File: config.mk
export PLATFORM = sky130hd
export DESIGN_NAME = g711_companding_converter_top
export DESIGN_NICKNAME = d
export VERILOG_FILES = /design/src/rtl/g711_pkg.sv /design/src/rtl/g711_encoder.sv /design/src/rtl/g711_decoder.sv /design/src/rtl/g711_transcoder.sv /design/src/rtl/g711_companding_converter_top.sv
export SDC_FILE = /design/constraint.sdc
export NUM_CORES = 1
export LEC_CHECK = 0
export ABC_AREA = 1
export CAP_MARGIN = 15
export CORE_MARGIN = 8
export CORE_UTILIZATION = 25
export CTS_BUF_LIST = sky130_fd_sc_hd__clkbuf_8 sky130_fd_sc_hd__clkbuf_16
export CTS_CLUSTER_DIAMETER = 50
export CTS_CLUSTER_SIZE = 16
export DETAILED_ROUTE_END_ITERATION = 12
export DONT_BUFFER_PORTS = 1
export PLACE_DENSITY_LB_ADDON = 0.15
export SYNTH_ARGS = -nofsm -noshare
export SYNTH_HDL_FRONTEND = slang
export SYNTH_SLANG_ARGS = --single-unit
File: constraint.sdc
create_clock -name clk -period 4.3 [get_ports clk]
set_input_delay 0.215 -clock clk [delete_from_list [all_inputs] [get_ports clk]]
set_output_delay 0.215 -clock clk [all_outputs]
set_load 0.02 [all_outputs]
File: src/rtl/g711_pkg.sv
// g711_pkg: shared types and constants of the g711 companding converter
// direction codes, register indexes, law masks and the encoder result struct
// no dependencies
`timescale 1ns / 1ps

package g711_pkg;

  // direction codes held in the direction register
  typedef enum logic [1:0] {
    DIR_ENCODE    = 2'd0,
    DIR_DECODE    = 2'd1,
    DIR_TRANSCODE = 2'd2
  } g711_dir_t;

  // configuration register indexes
  localparam logic REG_LAW_SELECT = 1'b0;
  localparam logic REG_DIRECTION  = 1'b1;

  // law select values
  localparam logic LAW_A = 1'b0;
  localparam logic LAW_U = 1'b1;

  // code masks: a-law even-bit inversion with sign, u-law complement with sign
  localparam logic [7:0] A_MASK_POS = 8'hD5;
  localparam logic [7:0] A_MASK_NEG = 8'h55;
  localparam logic [7:0] U_MASK_POS = 8'hFF;
  localparam logic [7:0] U_MASK_NEG = 8'h7F;

  // u-law bias and a-law offsets
  localparam logic [15:0] U_BIAS       = 16'd132;
  localparam logic [15:0] A_SEG_OFFSET = 16'h0108;
  localparam logic [15:0] A_SEG0_ROUND = 16'd8;

  // encoder result
  typedef struct packed {
    logic [7:0] code;
    logic       sat;
  } g711_enc_res_t;

endpackage

File: src/rtl/g711_encoder.sv
// g711_encoder: linear sample to a-law or u-law code, with saturation flag
// depends on g711_pkg
`timescale 1ns / 1ps

module g711_encoder import g711_pkg::*; (
  input  logic                law_select,
  input  logic signed [15:0]  linear_sample,
  output g711_enc_res_t       res
);

  // upper ends of the eight segments
  localparam logic [15:0] SEG_TOP [8] = '{
    16'd255, 16'd511, 16'd1023, 16'd2047, 16'd4095, 16'd8191, 16'd16383, 16'd32767
  };

  logic        neg;
  logic [16:0] neg_mag;
  logic [15:0] mag;
  logic [7:0]  mask;
  logic [3:0]  seg;
  logic        found;
  logic [3:0]  shamt;
  logic [15:0] shifted;

  // magnitude and mask per law and sign
  always_comb begin
    neg     = linear_sample[15];
    neg_mag = 17'd0 - {linear_sample[15], linear_sample};
    if (law_select == LAW_A) begin
      if (!neg) begin
        mag  = linear_sample;
        mask = A_MASK_POS;
      end else begin
        // tiny negative samples clamp to zero
        mag  = (neg_mag >= {1'b0, A_SEG0_ROUND}) ?
               16'(neg_mag - {1'b0, A_SEG0_ROUND}) : 16'd0;
        mask = A_MASK_NEG;
      end
    end else begin
      if (neg) begin
        mag  = 16'(neg_mag + {1'b0, U_BIAS});
        mask = U_MASK_NEG;
      end else begin
        mag  = linear_sample + U_BIAS;
        mask = U_MASK_POS;
      end
    end
  end

  // segment search over eight parallel compares
  always_comb begin
    seg   = 4'd8;
    found = 1'b0;
    for (int i = 0; i < 8; i++) begin
      if (!found && (SEG_TOP[i] >= mag)) begin
        seg   = 4'(i);
        found = 1'b1;
      end
    end
  end

  // quantize and build the code
  always_comb begin
    shamt   = (law_select == LAW_A && seg < 4'd2) ? 4'd4 : seg + 4'd3;
    shifted = mag >> shamt;
    if (!found) begin
      res.code = 8'h7F ^ mask;
      res.sat  = 1'b1;
    end else begin
      res.code = {1'b0, seg[2:0], shifted[3:0]} ^ mask;
      res.sat  = 1'b0;
    end
  end

endmodule

File: src/rtl/g711_decoder.sv
// g711_decoder: a-law or u-law code to signed linear sample
// depends on g711_pkg
`timescale 1ns / 1ps

module g711_decoder import g711_pkg::*; (
  input  logic               law_select,
  input  logic [7:0]         code_in,
  output logic signed [15:0] linear
);

  logic [7:0]  va;
  logic [7:0]  vu;
  logic [15:0] ta_base;
  logic [15:0] ta;
  logic [15:0] tu;
  logic [15:0] a_lin;
  logic [15:0] u_lin;

  // a-law expansion
  always_comb begin
    va      = code_in ^ A_MASK_NEG;
    ta_base = {8'd0, va[3:0], 4'd0};
    if (va[6:4] == 3'd0) begin
      ta = ta_base + A_SEG0_ROUND;
    end else begin
      ta = (ta_base + A_SEG_OFFSET) << (va[6:4] - 3'd1);
    end
    a_lin = va[7] ? ta : 16'd0 - ta;
  end

  // u-law expansion
  always_comb begin
    vu    = ~code_in;
    tu    = ({9'd0, vu[3:0], 3'd0} + U_BIAS) << vu[6:4];
    u_lin = vu[7] ? U_BIAS - tu : tu - U_BIAS;
  end

  assign linear = (law_select == LAW_A) ? a_lin : u_lin;

endmodule

File: src/rtl/g711_transcoder.sv
// g711_transcoder: code of one law straight to the code of the other law
// depends on g711_pkg; holds the 128-entry conversion tables
`timescale 1ns / 1ps

module g711_transcoder import g711_pkg::*; (
  input  logic       law_select,
  input  logic [7:0] code_in,
  output logic [7:0] code_out
);

  localparam logic [7:0] A_TO_U [128] = '{
    8'd1,   8'd3,   8'd5,   8'd7,   8'd9,   8'd11,  8'd13,  8'd15,
    8'd16,  8'd17,  8'd18,  8'd19,  8'd20,  8'd21,  8'd22,  8'd23,
    8'd24,  8'd25,  8'd26,  8'd27,  8'd28,  8'd29,  8'd30,  8'd31,
    8'd32,  8'd32,  8'd33,  8'd33,  8'd34,  8'd34,  8'd35,  8'd35,
    8'd36,  8'd37,  8'd38,  8'd39,  8'd40,  8'd41,  8'd42,  8'd43,
    8'd44,  8'd45,  8'd46,  8'd47,  8'd48,  8'd48,  8'd49,  8'd49,
    8'd50,  8'd51,  8'd52,  8'd53,  8'd54,  8'd55,  8'd56,  8'd57,
    8'd58,  8'd59,  8'd60,  8'd61,  8'd62,  8'd63,  8'd64,  8'd64,
    8'd65,  8'd66,  8'd67,  8'd68,  8'd69,  8'd70,  8'd71,  8'd72,
    8'd73,  8'd74,  8'd75,  8'd76,  8'd77,  8'd78,  8'd79,  8'd79,
    8'd80,  8'd81,  8'd82,  8'd83,  8'd84,  8'd85,  8'd86,  8'd87,
    8'd88,  8'd89,  8'd90,  8'd91,  8'd92,  8'd93,  8'd94,  8'd95,
    8'd96,  8'd97,  8'd98,  8'd99,  8'd100, 8'd101, 8'd102, 8'd103,
    8'd104, 8'd105, 8'd106, 8'd107, 8'd108, 8'd109, 8'd110, 8'd111,
    8'd112, 8'd113, 8'd114, 8'd115, 8'd116, 8'd117, 8'd118, 8'd119,
    8'd120, 8'd121, 8'd122, 8'd123, 8'd124, 8'd125, 8'd126, 8'd127
  };

  localparam logic [7:0] U_TO_A [128] = '{
    8'd1,   8'd1,   8'd2,   8'd2,   8'd3,   8'd3,   8'd4,   8'd4,
    8'd5,   8'd5,   8'd6,   8'd6,   8'd7,   8'd7,   8'd8,   8'd8,
    8'd9,   8'd10,  8'd11,  8'd12,  8'd13,  8'd14,  8'd15,  8'd16,
    8'd17,  8'd18,  8'd19,  8'd20,  8'd21,  8'd22,  8'd23,  8'd24,
    8'd25,  8'd27,  8'd29,  8'd31,  8'd33,  8'd34,  8'd35,  8'd36,
    8'd37,  8'd38,  8'd39,  8'd40,  8'd41,  8'd42,  8'd43,  8'd44,
    8'd46,  8'd48,  8'd49,  8'd50,  8'd51,  8'd52,  8'd53,  8'd54,
    8'd55,  8'd56,  8'd57,  8'd58,  8'd59,  8'd60,  8'd61,  8'd62,
    8'd64,  8'd65,  8'd66,  8'd67,  8'd68,  8'd69,  8'd70,  8'd71,
    8'd72,  8'd73,  8'd74,  8'd75,  8'd76,  8'd77,  8'd78,  8'd79,
    8'd81,  8'd82,  8'd83,  8'd84,  8'd85,  8'd86,  8'd87,  8'd88,
    8'd89,  8'd90,  8'd91,  8'd92,  8'd93,  8'd94,  8'd95,  8'd96,
    8'd97,  8'd98,  8'd99,  8'd100, 8'd101, 8'd102, 8'd103, 8'd104,
    8'd105, 8'd106, 8'd107, 8'd108, 8'd109, 8'd110, 8'd111, 8'd112,
    8'd113, 8'd114, 8'd115, 8'd116, 8'd117, 8'd118, 8'd119, 8'd120,
    8'd121, 8'd122, 8'd123, 8'd124, 8'd125, 8'd126, 8'd127, 8'd128
  };

  logic [7:0] a_idx;
  logic [7:0] u_idx;
  logic [7:0] a_res;
  logic [7:0] u_res;

  // table index drops the sign; the sign picks the output mask
  always_comb begin
    a_idx = code_in ^ A_MASK_NEG;
    u_idx = ~code_in;
    a_res = A_TO_U[a_idx[6:0]] ^ (code_in[7] ? U_MASK_POS : U_MASK_NEG);
    u_res = (U_TO_A[u_idx[6:0]] - 8'd1) ^ (code_in[7] ? A_MASK_POS : A_MASK_NEG);
    code_out = (law_select == LAW_A) ? a_res : u_res;
  end

endmodule

File: src/rtl/g711_companding_converter_top.sv
// g711_companding_converter_top: g711 a-law / u-law encode, decode, transcode
// depends on g711_pkg, g711_encoder, g711_decoder, g711_transcoder
`timescale 1ns / 1ps
//
// usage
//   configuration: write law_select (index 0) and direction (index 1) through
//   cfg_valid / cfg_index / cfg_data; cfg_ready is always high. write only while
//   no item is in flight.
//   input: an item is taken at a clock edge with start high and busy low; busy
//   stays low, so an item may be offered every cycle.
//   output: each result sits on linear_out, code_out and saturated for one
//   cycle with done high. the receiver cannot stall; results never wait.
//   path: an accepted item goes through the input register, the conversion
//   logic and the result register, which raises done.
//   throughput: one item per cycle, set by the single-pass conversion logic.
//   reset: synchronous rst clears both configuration registers to zero (a-law
//   encode) and drops any item in flight.
//
module g711_companding_converter_top import g711_pkg::*; (
  input  logic               clk,
  input  logic               rst,
  input  logic               start,
  output logic               busy,
  input  logic signed [15:0] linear_sample,
  input  logic [7:0]         code_in,
  output logic               done,
  output logic signed [15:0] linear_out,
  output logic [7:0]         code_out,
  output logic               saturated,
  input  logic               cfg_valid,
  output logic               cfg_ready,
  input  logic               cfg_index,
  input  logic [1:0]         cfg_data
);

  logic               law_select;
  logic [1:0]         direction;
  logic               in_valid;
  logic signed [15:0] sample_q;
  logic [7:0]         code_q;
  g711_enc_res_t      enc_res;
  logic signed [15:0] dec_lin;
  logic [7:0]         xc_code;
  logic signed [15:0] linear_next;
  logic [7:0]         code_next;
  logic               sat_next;

  assign busy      = 1'b0;
  assign cfg_ready = 1'b1;

  // configuration registers
  always_ff @(posedge clk) begin
    if (rst) begin
      law_select <= LAW_A;
      direction  <= DIR_ENCODE;
    end else if (cfg_valid && cfg_ready) begin
      case (cfg_index)
        REG_LAW_SELECT: law_select <= cfg_data[0];
        REG_DIRECTION:  direction  <= cfg_data;
        default:        law_select <= law_select;
      endcase
    end
  end

  // input register
  always_ff @(posedge clk) begin
    if (rst) begin
      in_valid <= 1'b0;
    end else begin
      in_valid <= start && !busy;
    end
  end

  always_ff @(posedge clk) begin
    if (start && !busy) begin
      sample_q <= linear_sample;
      code_q   <= code_in;
    end
  end

  g711_encoder u_enc (
    .law_select    (law_select),
    .linear_sample (sample_q),
    .res           (enc_res)
  );

  g711_decoder u_dec (
    .law_select (law_select),
    .code_in    (code_q),
    .linear     (dec_lin)
  );

  g711_transcoder u_xc (
    .law_select (law_select),
    .code_in    (code_q),
    .code_out   (xc_code)
  );

  // pick the result fields by direction; unused fields are zero
  always_comb begin
    linear_next = 16'sd0;
    code_next   = 8'd0;
    sat_next    = 1'b0;
    case (direction)
      DIR_ENCODE: begin
        code_next = enc_res.code;
        sat_next  = enc_res.sat;
      end
      DIR_DECODE: begin
        linear_next = dec_lin;
      end
      DIR_TRANSCODE: begin
        code_next = xc_code;
      end
      default: begin
        linear_next = 16'sd0;
      end
    endcase
  end

  // result register
  always_ff @(posedge clk) begin
    if (rst) begin
      done <= 1'b0;
    end else begin
      done <= in_valid;
    end
  end

  always_ff @(posedge clk) begin
    if (in_valid) begin
      linear_out <= linear_next;
      code_out   <= code_next;
      saturated  <= sat_next;
    end
  end

endmodule
Yosys cells after proc, flatten, opt, wreduce, memory -nomap -nowiden
Memories as Yosys holds them, arrays and structs flattened. Cells that the tools add are included.

Register bits: 54. Latch bits: 0. RAM bits: 0. Memory bits (read-only): 2048. Input bits: 31. Output and inout port bits: 28. Logic and storage cells: 107. Memories kept: 2.

$add $sub $neg: 13. Multipliers: 0. Div/mod/pow operators: 0. $lt $le $gt $ge: 12. Equal/unequal tests: 2. Shifts and indexed selects: 3. Mux-type cells: 37. Bitwise operators: 10. Reductions and logical operators: 19.

Memory list: (name not given) (depth 128, width 8, rd ports 1, clocked after memory_dff 0, write ports 0, line g711_transcoder.sv:59) `u_res = (U_TO_A[u_idx[6:0]] - 8'd1) ^ (code_in[7] ? A_MASK_POS : A_MASK_NEG);`; (name not given) (depth 128, width 8, rd ports 1, clocked after memory_dff 0, write ports 0, line g711_transcoder.sv:58) `a_res = A_TO_U[a_idx[6:0]] ^ (code_in[7] ? U_MASK_POS : U_MASK_NEG);`.

Operators by type and width (count): 16-bit two-way mux (8); 8-bit two-way mux (10); 4-bit two-way mux (9); 16-bit by 8-bit adder with 16-bit output (second input constant) (2); 16-bit by 3-bit left shift with 16-bit output (2); 17-bit by 4-bit >= comparator with 1-bit output (second input constant) (1); 1-bit by 16-bit subtractor with 17-bit output (first input constant) (1); 10-bit by 16-bit >= comparator with 1-bit output (first input constant) (1); 11-bit by 16-bit >= comparator with 1-bit output (first input constant) (1); 12-bit by 16-bit >= comparator with 1-bit output (first input constant) (1); 13-bit by 16-bit >= comparator with 1-bit output (first input constant) (1); 14-bit by 16-bit >= comparator with 1-bit output (first input constant) (1); 15-bit by 16-bit >= comparator with 1-bit output (first input constant) (1); 8-bit by 16-bit >= comparator with 1-bit output (first input constant) (1); 8-bit >= comparator (second input constant) (2); 9-bit by 16-bit >= comparator with 1-bit output (first input constant) (1); 7-bit inverter with 8-bit output (2); 8-bit one-hot mux with 2 select lines (1); 16-bit by 4-bit >> shifter with 4-bit output (1); 1-bit by 16-bit subtractor with 16-bit output (first input constant) (1); 16-bit by 4-bit subtractor with 16-bit output (second input constant) (1); 16-bit by 8-bit subtractor with 16-bit output (second input constant) (1); 8-bit by 16-bit subtractor with 16-bit output (first input constant) (1); 8-bit XOR (2); 21 further kinds (43).

Depth between registers and ports, before layout
Gate-level depths: netlist (run 1).

Word-level depth: 35. Gate-level depth with buffers: 36.

Modules after synthesis
A second synthesis (run 1) with hierarchy kept.

Cells, all modules: 1286. Area total of the unflattened synthesis: 7791.2 um^2.

By module, submodules not included: g711_encoder (times used 1, cells each 555, area each 2655.0 um^2, seq. area each 0.0 um^2); g711_companding_converter_top (times used 1, cells each 139, area each 2020.7 um^2, seq. area each 1571.5 um^2); g711_decoder (times used 1, cells each 345, area each 1745.4 um^2, seq. area each 0.0 um^2); g711_transcoder (times used 1, cells each 247, area each 1370.1 um^2, seq. area each 0.0 um^2).

Least setup slack after synthesis (run 1)
No wires, ideal clock.

Path type: flip-flop to flip-flop. Start point: reg sample_q[1]. End point: reg code_out[3], data pin. Setup time: 0.253 ns. Arrival: 3.879 ns. Required time: 4.047 ns. Setup slack: 0.168 ns. Cell stages (with the launch flop): 36. Path buffers: 2. Path through: edfxtp_1 inv_1 ha_1 inv_1 nor2_1 nand2_1 nand2_1 ha_1 inv_1 nor2_1 nand2_1 nor2_4 nand2_4 nor2_8 nand3_4 nand3_1 nand2_1 nand2_1 nand2_4 nor2_8 nand3_2 nand3_2 nand2_4 buf_6 ha_1 inv_1 nand2_1 inv_2 buf_2 nand2_1 nand3_1 nand2_1 inv_2 nand3_1 nand3_1 nand2_1.

Word-level cells in the longest chain between the ends: 35. Elaborated cells between the ends (all ways): 55. Classes of those cells: add/sub (5); order compare (10); shift (1); mux (23); bitwise (1); reduce/logical (15).

Ends and longest elaborated chain: start, declared (line g711_companding_converter_top.sv:39) `logic signed [15:0] sample_q;`; start signal, assigned (line g711_companding_converter_top.sv:76) `sample_q <= linear_sample;`; 1-bit by 16-bit subtractor with 17-bit output (line g711_encoder.sv:28) `neg_mag = 17'd0 - {linear_sample[15], linear_sample};`; 16-bit by 4-bit subtractor with 16-bit output / 17-bit by 4-bit >= comparator with 1-bit output (equally long branches) (line g711_encoder.sv:36, g711_encoder.sv:35); 16-bit two-way mux (line g711_encoder.sv:35) `mag = (neg_mag >= {1'b0, A_SEG0_ROUND}) ?`; 16-bit two-way mux (line g711_encoder.sv:30) `if (!neg) begin`; 16-bit two-way mux (*) (line g711_encoder.sv:29) `if (law_select == LAW_A) begin`; 8-bit by 16-bit >= comparator with 1-bit output (line g711_encoder.sv:55) `if (!found && (SEG_TOP[i] >= mag)) begin`; 1-bit two-way mux (line g711_encoder.sv:55); 1-bit logical NOT (line g711_encoder.sv:55); [19 not listed]; 4-bit two-way mux (line g711_encoder.sv:55); 4-bit by 2-bit less-than comparator with 1-bit output (line g711_encoder.sv:64) `shamt = (law_select == LAW_A && seg < 4'd2) ? 4'd4 : seg + 4'd3;`; 1-bit logical AND (line g711_encoder.sv:64); 4-bit two-way mux (line g711_encoder.sv:64); 16-bit by 4-bit >> shifter with 4-bit output (line g711_encoder.sv:65) `shifted = mag >> shamt;`; 7-bit by 8-bit XOR with 8-bit output (line g711_encoder.sv:70) `res.code = {1'b0, seg[2:0], shifted[3:0]} ^ mask;`; 9-bit two-way mux (*) (line g711_encoder.sv:66) `if (!found) begin`; 8-bit one-hot mux with 2 select lines (*) (line g711_companding_converter_top.sv:104) `case (direction)`; end signal, assigned (line g711_companding_converter_top.sv:133) `code_out <= code_next;`; end, declared (line g711_companding_converter_top.sv:28) `output logic [7:0] code_out,`.

Every way passes the cells marked *; elsewhere a longest branch is shown, timed or not. A chain may end at the register's enable or synchronous reset.

Worst setup path after layout (run 1)
Start point: reg sample_q[1]. End point: reg code_out[0], data pin.

Same word-level chain as after synthesis.

==> results.yml, run 1 <==
run_status:
  status: "finished clean"
detailed_routing:
  num_vias: 7119
  firstDrtPassIters: 5
  drt_iter0_drc: 476
  wirelength_um: 22900
  wirelength_met1_um: 11300
  drtAntennaViolNets: 0
  avgRoutedWirePerCell_um: 15.8
  wl_met2_um: 10200
  route.met3.wl_um: 941
  top_layer: "met4"
  drc_errors: 0
  vias_per_cell: 4.93
floorplan:
  die_x_um: 177
  initial_core_util_pct: 25.1
  core_area_sq_um: 25800
  ios: 59
  rows: 59
  die-area_sq_um: 31300
  die_h_um: 177
critical_path:
  cp-start-kind: "flip-flop"
  worst_ep_arrival_time_ns: 4.11
  crit_slowest_cell: "edfxtp_1"
  r2r_cells: 32
  critPathRequiredTime_ns: 4.35
  cp-startpoint: "sample_q[1]$_DFFE_PP_"
  critPathMaxStageDelay_ns: 0.44
  r2r_start: "sample_q[1]$_DFFE_PP_"
  critical_path_peak_fanout: 4
  crit_type: "reg -> reg"
  cp-end-kind: "flip-flop"
layout:
  multi_input_area_sq_um: 4580
  final_cells: 1445
  area_growth_pct: 24.8
  nets: 1170
  fillers: 2814
  diodes: 0
  layout-drive-gt1-share_pct: 19.3
  seqCellArea_sq_um: 1510
power:
  swShare_pct: 45.1
  power.density_nw_per_um2: 291
  peakVddDrop_mv: 0.145
  p_seq_share_pct: 27.8
  p_int_mw: 1.29
  power_frac_clock_pct: 18.1
  p_leak_nw: 3.62
  pwr-share-comb_pct: 54.1
  p_sw_mw: 1.06
placement:
  dp_hpwl_um: 17900
  dp.cells: 1389
  gp_congestion: 0.869
  port_buffers: 0
synthesis:
  syn_inst: 1030
  yosysSeqAreaShare_pct: 23.3
  synthFlopType: "edfxtp_1"
  yosys-top-cells-count: "240 x nand2_1, 118 x inv_1, 117 x nand3_1"
  yosysWarnings: 0
  synth_area_sq_um: 6470
  syn-mean-instance-area_sq_um: 6.29
  async_reset_ff_share_pct: 0
  ys_ff_latch: 52
  synth.most_common_cell: "nand2_1"
  yosys.area.top_type: "edfxtp_1"
  synthTopCellsByArea: "edfxtp_1 22%, nand2_1 14%, nand3_1 9.0%, inv_1 6.8%, o21ai_0 6.6%"
  synth_edf_count: 47
  synthDistinctLibCells: 53
  yosysTopAreaCellShare_pct: 21.8
sta:
  worst_pin_slew_ns: 0.756
  maxSlewViolCount: 0
  hold_violations: 0
  final.period_utilization_pct: 94.4
  fmax_mhz: 246
  slew_headroom_pct: 49.4
  setup_violations: 0
  min_period_ns: 4.06
  hold_ws_ns: 0.0124
  clock_skew_ns: 0.0108
clock_tree:
  htree_levels: 2
  cts_num_sinks: 52
  root_buffer: "clkbuf_16"
  cts_buffers: 5
  clkSlewWorstSetupHoldPaths_ns: 0.08
  cts_tree: "yes"
  clock_latency_ns: 0.31
  clock_path_buffers: 2
min_path:
  worstHoldStart: "start"
  worstHoldPathCells: 0
  min_path_type: "in -> reg"
global_routing:
  grt_pass1_vias: 6658
  antenna_found_initial: 0
  grt.overflow.total: 0
  grt_max_degree: 32
  grt_pass1_wl_um: 36000
  grt.total_usage_pct: 14.3
job:
  maxCapViolCount: 0
## worst paths after layout
kind                          endpoint  slack [ns]
max          code_out[0]$_SDFFCE_PN0P_        0.24
min                code_q[4]$_DFFE_PP_        0.01
max reg2reg  code_out[0]$_SDFFCE_PN0P_        0.24
min reg2reg  direction[1]$_SDFFE_PP0P_        0.51
## final cells by class
cell class / instances / area share (%)
repair buffers: 106 / 11.3
multi-input cells: 809 / 56.7
flip-flops and latches: 52 / 18.7
clock inverters: 3 / 0.263
clock buffers: 5 / 1.55
inverters: 135 / 6.36
well taps: 335 / 5.19
## flip-flops by register name, summed over array words and instances (netlist names)
register	count
in_valid	1
code_out	8
sample_q	16
code_q	8
saturated	1
direction	2
law_select	1
linear_out	14
done	1
## stage by stage
stage	worst slack [ns]	cell area, sq um	setup TNS (ns)	total power, mW	util, %
6_report	0.239	8080	0	2.36	31.4
5_1_grt	-0.0940	8080	-0.221	2.55	31.4
4_1_cts	0.00604	7560	0	2.25	29.4
3_5_place_dp	-0.0285	7160	-0.0288	1.78	27.8
3_3_place_gp	0.0599	7160	0	1.79	27.8
2_1_floorplan	0.168	6480	0	1.46	-
## cells in the final DEF, fill, tap and decap left out, drive strengths merged, types with 11 or more instances in the layout
cell type and instances:
edfxtp 47, nor2 124, a21oi 67, nor3 11
buf 81, xor2 11, nand4 11, nand2 258
o22ai 11, nand3 125, o21ai 100, ha 30
o211ai 11, dlygate4sd3 25, inv 133
## cell families after synthesis
kind of cell               Yosys count  share of synthesized area (%)
other                                2                          0.116
and+or+nand+nor                    543                           39.4
AOI/OAI and AO/OA                  220                           19.1
DFF                                 52                           23.3
buffers and inverters              171                           10.6
muxes                                1                          0.155
adders and majority gates           30                           5.80
xor gates and xnor gates            11                           1.49
## layer usage
metal | global-route usage (%) | up-vias
met3 | 1.71 | 29
met4 | 3.99 | 0
met2 | 22.5 | 167
met5 | 0 | -
met1 | 20.3 | 3319
li1 | - | 3604
## repair_timing
item / CTS / global route
setup endpoints to repair: 2 / 4
resized for setup: 4 / 83
pin swaps: 0 / 48
hold buffers: 25 / 0
setup buffers: 0 / 22
endpoints found under the hold margin: 29 / 0
## worst max-delay path: cells and delay by family, from the launching register on
| kind | cells | cell delay (ns) |
|---|---|---|
| AO/OA/AOI/OAI | 3 | 0.31 |
| XOR/XNOR | 1 | 0.30 |
| adder cells (fa/ha/maj) | 3 | 0.49 |
| buffers and inverters | 9 | 0.82 |
| flip-flops | 1 | 0.44 |
| AND/OR/NAND/NOR | 16 | 1.45 |
## power by group through the flow
| stage | logic (mW) | registers, mW | clock network, mW |
|---|---|---|---|
| floorplan | 0.801 | 0.660 | 0 |
| global placement | 1.12 | 0.670 | 0 |
| detailed placement | 1.11 | 0.670 | 0 |
| CTS | 1.14 | 0.659 | 0.449 |
| global route | 1.43 | 0.660 | 0.460 |
| finish | 1.27 | 0.654 | 0.428 |
Note: power is estimated with default switching activity, not from simulation.
==> run 2: changes to the inputs <==
--- a/config.mk
+++ b/config.mk
@@ -17,4 +17,5 @@
 export PLACE_DENSITY_LB_ADDON = 0.15
 export SYNTH_ARGS = -nofsm -noshare
 export SYNTH_HDL_FRONTEND = slang
+export SYNTH_HIERARCHICAL = 1
 export SYNTH_SLANG_ARGS = --single-unit
==> run 2 against run 1 <==
Clock skew is 0.00091 ns lower. Utilization fell by 1.4 points. Clock-buffer cell count unchanged. Clock power rose by 6.8%. First-iteration DRC count decreased by 1.7%. Cell area is 14% higher. Wire length rose by 13%. Die area is 18% higher. Synthesized area up 20%. Sequential power up 4.6%.
==> results.yml, run 2 <==
floorplan:
  die_x_um: 193
  rows: 64
  core_area_sq_um: 30700
  die_h_um: 193
  initial_core_util_pct: 25.4
  ios: 59
  die-area_sq_um: 37100
sta:
  slew_headroom_pct: 34.6
  final.period_utilization_pct: 94.3
  fmax_mhz: 247
  clock_skew_ns: 0.00989
  rsz0062_at_grt: "true"
  setup_violations: 0
  min_period_ns: 4.06
  maxSlewViolCount: 0
  worst_pin_slew_ns: 0.981
  hold_violations: 0
layout:
  fillers: 3425
  layout_commonest_cell: "nand2_1"
  mostFrequentLayoutCells: "418 x nand2_1, 183 x nand3_1, 128 x inv_1"
  multi_input_area_sq_um: 5440
  largestRegisters: "linear_out (16), sample_q (16)"
  area_growth_pct: 17.9
  stdcell_area_sq_um: 9180
  nets: 1419
  seqCellArea_sq_um: 1570
  final_cells: 1753
  diodes: 0
  layout-drive-gt1-share_pct: 19.5
  final_util_pct: 29.9
synthesis:
  yosysTopAreaCellShare_pct: 20.5
  async_reset_ff_share_pct: 0
  synthTopCellsByArea: "nand2_1 21%, edfxtp_1 19%, nand3_1 12%, inv_1 6.4%, nor2_1 5.3%"
  yosys.area.top_type: "nand2_1"
  synthDistinctLibCells: 52
  synth_area_sq_um: 7790
  yosys-top-cells-count: "426 x nand2_1, 189 x nand3_1, 132 x inv_1"
  ys_ff_latch: 54
  synthFlopType: "edfxtp_1"
  synth.most_common_cell: "nand2_1"
  synth_edf_count: 49
  syn_inst: 1286
  yosysWarnings: 6
  syn-mean-instance-area_sq_um: 6.06
  yosysSeqAreaShare_pct: 20.2
placement:
  port_buffers: 0
  dp_hpwl_um: 20200
  gp_congestion: 0.884
  place_area_sq_um: 8490
  dp.cells: 1705
critical_path:
  cp-start-kind: "flip-flop"
  critical_path_peak_fanout: 7
  critPathMaxStageDelay_ns: 0.47
  crit_slowest_cell: "edfxtp_1"
  cp-startpoint: "sample_q[3]$_DFFE_PP_"
  cp-end-kind: "flip-flop"
  crit_top_cell: "nand2_1"
  r2r_start: "sample_q[3]$_DFFE_PP_"
  critPathRequiredTime_ns: 4.39
  crit_type: "reg -> reg"
  worst_ep_arrival_time_ns: 4.14
min_path:
  worstHoldStart: "cfg_data[0]"
  min_path_type: "in -> reg"
detailed_routing:
  avgRoutedWirePerCell_um: 14.8
  num_vias: 8180
  drtAntennaViolNets: 0
  drt_iter0_drc: 468
  vias_per_cell: 4.67
  wirelength_um: 25900
  drc_errors: 0
  firstDrtPassIters: 6
clock_tree:
  clock_path_buffers: 2
  root_buffer: "clkbuf_16"
  clock_latency_ns: 0.33
  cts_num_sinks: 54
  cts_buffers: 5
  clkSlewWorstSetupHoldPaths_ns: 0.08
  htree_levels: 2
  cts_tree: "yes"
run_status:
  status: "finished clean"
global_routing:
  grt.total_usage_pct: 14.0
  grt_pass1_vias: 7723
  grt.overflow.total: 0
  grt_max_degree: 29
  grt_pass1_wl_um: 41100
  antenna_found_initial: 0
job:
  maxCapViolCount: 0
power:
  power.density_nw_per_um2: 285
  p_leak_nw: 4.40
  p_total_mw: 2.62
  peakVddDrop_mv: 0.151
## run 2: changes by cell type in the layout (fill, tap and decap cells not counted), moves of 8 or more
cell and delta:
nor2_2 +14, nor2_4 +10, inv_1 +15, a21oi_1 -34, nor2_1 +8, o21ai_0 -46, nand2_1 +201, nand2_2 +17
nand3_1 +79
## run 2: logic make-up (layout without fill, tap and decap cells)
| logic type | Yosys count | count (layout) | share of synthesized area (%) |
|---|---|---|---|
| simple gates | 870 | 870 | 52.9 |
| buf+inv | 199 | 269 | 11.8 |
| compound gates | 124 | 124 | 9.38 |
| flops | 54 | 54 | 20.2 |
| fa+ha+maj | 32 | 32 | 5.14 |
| xor+xnor | 4 | 4 | 0.450 |
| other cells | 3 | 4 | 0.145 |
## run 2: timing repair
item,CTS,global route
resized for setup,0,45
endpoints found under the setup margin,0,4
buffers inserted,0,13
hold buffers,26,0
endpoints found under the hold margin,53,0
## run 2: final cells by class
type / count / share of cell area, %
clock buffers: 5 / 1.36
clock inverters: 3 / 0.313
inverters: 156 / 6.55
multi-input cells: 1034 / 59.3
flip-flops and latches: 54 / 17.1
well taps: 396 / 5.40
repair buffers: 104 / 9.91
repair inverters: 1 / 0.0545
## run 2: routing by layer
| layer | global-route usage, % | vias up | wire length [um] |
|---|---|---|---|
| li1 | - | 4305 | - |
| met1 | 18.1 | 3728 | 12400 |
| met2 | 23.7 | 125 | 12300 |
| met3 | 1.70 | 22 | 695 |
| met4 | 4.94 | 0 | 522 |
| met5 | 0 | - | 0 |
## run 2: worst max-delay path: cells and delay by family (launching register included)
kind,cells,cell delay (ns)
DFF,1,0.47
AOI/OAI and AO/OA,4,0.38
and+or+nand+nor,20,1.91
adders and majority gates,2,0.49
buffers and inverters,5,0.55
## run 2: per-stage QoR
step | setup WS, ns | hold WS (ns) | setup TNS (ns)
3_5_place_dp | 0.0813 | 0.287 | 0
6_report | 0.243 | 0.0384 | 0
5_1_grt | -0.0763 | 0.0320 | -0.252
3_3_place_gp | 0.0789 | 0.287 | 0
4_1_cts | 0.0591 | 0.0287 | 0
2_1_floorplan | 0.465 | 0.284 | 0
## run 2: power breakdown
part / total [mW] / internal, mW / switching [mW] / leakage (nW)
Combinational: 1.48 / 0.534 / 0.945 / 3.81
Clock: 0.457 / 0.223 / 0.233 / 0.0759
Sequential: 0.684 / 0.621 / 0.0628 / 0.513
## run 2: final timing paths
kind / cells after the start / slack, ns / endpoint
min reg2reg: 2 / 0.53 / direction[0]$_SDFFE_PP0P_
max reg2reg: 31 / 0.24 / code_out[0]$_DFFE_PP_
min: 2 / 0.04 / direction[0]$_SDFFE_PP0P_
max: 31 / 0.24 / code_out[0]$_DFFE_PP_
==> run 3: changes to the inputs <==
--- a/config.mk
+++ b/config.mk
@@ -5,7 +5,6 @@
 export SDC_FILE = /design/constraint.sdc
 export NUM_CORES = 1
 export LEC_CHECK = 0
-export ABC_AREA = 1
 export CAP_MARGIN = 15
 export CORE_MARGIN = 8
 export CORE_UTILIZATION = 25
==> run 3 against run 2 <==
Clock-buffer cell count did not move. Die area rose by 3.5%. Utilization rose by 2.1 points. Clock power rose by 1%. Non-clock buffer count rose by 111. Register-to-register slack got worse by 1.2 ns. Highest routed layer unchanged. Total power rose by 10%. Flip-flop and latch count did not move. Critical path depth fell by 5. The run now ends with negative setup slack left.
==> results.yml, run 3 <==
run_status:
  status: "finished, violations left"
  violations: "negative setup slack"
power:
  power.density_nw_per_um2: 279
  peakVddDrop_mv: 0.142
  p_leak_nw: 3.97
  p_total_mw: 2.88
layout:
  final_cells: 1566
  layout-drive-gt1-share_pct: 26.5
  area_growth_pct: 27.7
  diodes: 0
  stdcell_area_sq_um: 10300
  seqCellArea_sq_um: 1570
  nets: 1220
  fillers: 3397
  mostFrequentLayoutCells: "183 x buf_4, 84 x nand2_1, 76 x nor2_1"
  multi_input_area_sq_um: 6190
  layout_commonest_cell: "buf_4"
  largestRegisters: "linear_out (16), sample_q (16)"
synthesis:
  synth.most_common_cell: "nand2_1"
  yosysWarnings: 6
  synthDistinctLibCells: 114
  ys_ff_latch: 54
  synthTopCellsByArea: "edfxtp_1 18%, ha_1 5.0%, mux2i_1 4.6%, a21oi_1 4.0%, nand2_1 3.9%"
  syn-mean-instance-area_sq_um: 7.90
  yosysSeqAreaShare_pct: 19.4
  async_reset_ff_share_pct: 0
  synth_area_sq_um: 8090
  yosys-top-cells-count: "85 x nand2_1, 79 x nor2_1, 65 x a21oi_1"
  yosys.area.top_type: "edfxtp_1"
  synthFlopType: "edfxtp_1"
  syn_inst: 1024
  yosysTopAreaCellShare_pct: 18.2
  synth_edf_count: 49
sta:
  clock_skew_ns: 0.0128
  final.period_utilization_pct: 123
  rsz0062_at_grt: "true"
  setup_violations: 4
  maxSlewViolCount: 0
  slew_headroom_pct: 43.6
  min_period_ns: 5.30
  worst_pin_slew_ns: 0.846
  fin_ws_ns: -1.00
  fmax_mhz: 189
  hold_violations: 0
  setup_tns_ns: -3.74
critical_path:
  crit_top_cell: "a211oi_4"
  cp-start-kind: "flip-flop"
  crit_type: "reg -> reg"
  cp-end-kind: "flip-flop"
  critical_path_peak_fanout: 6
  critPathMaxStageDelay_ns: 0.56
  critPathTopFamily: "simple AND/OR/NAND/NOR gates"
  cp.depth: 26
  r2r_cells: 26
  r2r_slack_ns: -1.00
  crit_slowest_cell: "or4_1"
  worst-path-buf-inv: 2
  worst_ep_arrival_time_ns: 5.37
  critPathRequiredTime_ns: 4.36
detailed_routing:
  drc_errors: 0
  vias_per_cell: 5.33
  drt_iter0_drc: 612
  avgRoutedWirePerCell_um: 19.0
  wirelength_um: 29800
  num_vias: 8348
  firstDrtPassIters: 5
  drtAntennaViolNets: 0
floorplan:
  die-area_sq_um: 38400
  die_h_um: 196
  die_x_um: 196
  rows: 66
  ios: 59
  initial_core_util_pct: 25.1
  core_area_sq_um: 32200
job:
  maxCapViolCount: 0
placement:
  place_area_sq_um: 9560
  gp_congestion: 0.885
  port_buffers: 0
  dp_hpwl_um: 22300
  dp.cells: 1518
clock_tree:
  htree_levels: 2
  root_buffer: "clkbuf_16"
  cts_num_sinks: 54
  clkSlewWorstSetupHoldPaths_ns: 0.08
  clock_path_buffers: 2
  cts_tree: "yes"
  clock_latency_ns: 0.32
  cts_buffers: 5
global_routing:
  grt.total_usage_pct: 15.2
  grt_pass1_wl_um: 46800
  antenna_found_initial: 0
  grt_pass1_vias: 8105
  grt_max_degree: 72
  grt.overflow.total: 0
min_path:
  min_path_type: "in -> reg"
  worstHoldPathCells: 1
run 3: cell count changes in the layout (fill, tap and decap cells not counted), moves of 30 or more:
cell | previous run | this run
a21oi_1 | 31 | 63
inv_1 | 128 | 33
nand3_1 | 183 | 36
xnor2_1 | 0 | 30
nand2_1 | 418 | 84
nand2_2 | 47 | 1
mux2i_1 | 0 | 36
buf_4 | 73 | 183
run 3: worst reg2reg max path: stages, from the launching register on:
cell and delay, ns:
edfxtp_1 0.40, nor4_2 0.29, buf_4 0.18, nand4_1 0.16, or3_4 0.45, nor3_2 0.12, ha_1 0.19, nand3b_1 0.14
a211oi_4 0.27, a211oi_4 0.09, and2_4 0.19, or4b_4 0.50, a32o_2 0.27, nand3_2 0.08, or2_4 0.12, a211oi_2 0.04
a21oi_2 0.15, ha_4 0.17, inv_4 0.05, nand3_4 0.05, o21a_4 0.17, a2111oi_2 0.06, or4_1 0.56, o211ai_2 0.09
xnor2_1 0.08, mux2i_1 0.14, nor2_1 0.06
run 3: layout make-up:
class	count	share of cell area (%)
clock buffers	5	1.21
clock inverters	3	0.279
inverters	40	1.48
multi-input cells	841	60.0
flip-flops and latches	54	15.2
well taps	408	4.94
repair buffers	215	16.9
run 3: repair_timing:
item,CTS,global route
pin swaps,27,8
setup buffers,12,3
gates cloned,0,0
hold endpoints to repair,46,0
hold buffers,27,0
gates resized for setup,32,12
endpoints found under the setup margin,6,7
run 3: worst paths after layout:
check	startpoint	end
setup / recovery	sample_q[1]$_DFFE_PP_	code_out[3]$_DFFE_PP_
hold reg to reg	in_valid$_SDFF_PP0_	linear_out[0]$_SDFFCE_PP0P_
hold / removal	start	in_valid$_SDFF_PP0_
setup reg to reg	sample_q[1]$_DFFE_PP_	code_out[3]$_DFFE_PP_
run 3: where the power goes:
part | leakage [nW] | internal [mW] | switching (mW)
Combinational | 3.38 | 0.785 | 0.947
Clock | 0.0759 | 0.224 | 0.239
Sequential | 0.512 | 0.623 | 0.0635
run 3: per-layer routing:
metal	GRT usage (%)	up-vias	part of all wire (%)
met1	20.7	4040	47
li1	-	4094	-
met2	24.9	181	47
met4	4.55	0	2.3
met5	0	-	0
met3	1.68	33	3.8
run 3: through the flow:
stage / worst slack, ns / utilization (%) / hold slack [ns]
3_3_place_gp: -1.18 / 29.7 / 0.279
2_1_floorplan: -1.24 / - / 0.277
3_5_place_dp: -1.21 / 29.7 / 0.280
6_report: -1.00 / 32.1 / 0.0209
4_1_cts: -1.00 / 31.8 / 0.00469
5_1_grt: -1.33 / 32.1 / 0.0154
run 3: cell families after synthesis:
| logic type | Yosys count | synth area share (%) |
|---|---|---|
| other | 3 | 0.139 |
| AO/OA/AOI/OAI | 322 | 29.5 |
| flip-flops | 54 | 19.4 |
| multiplexers | 49 | 6.98 |
| adder cells (fa/ha/maj) | 32 | 4.95 |
| AND/OR/NAND/NOR | 389 | 26.2 |
| XOR/XNOR | 45 | 4.97 |
| buffers and inverters | 130 | 7.81 |
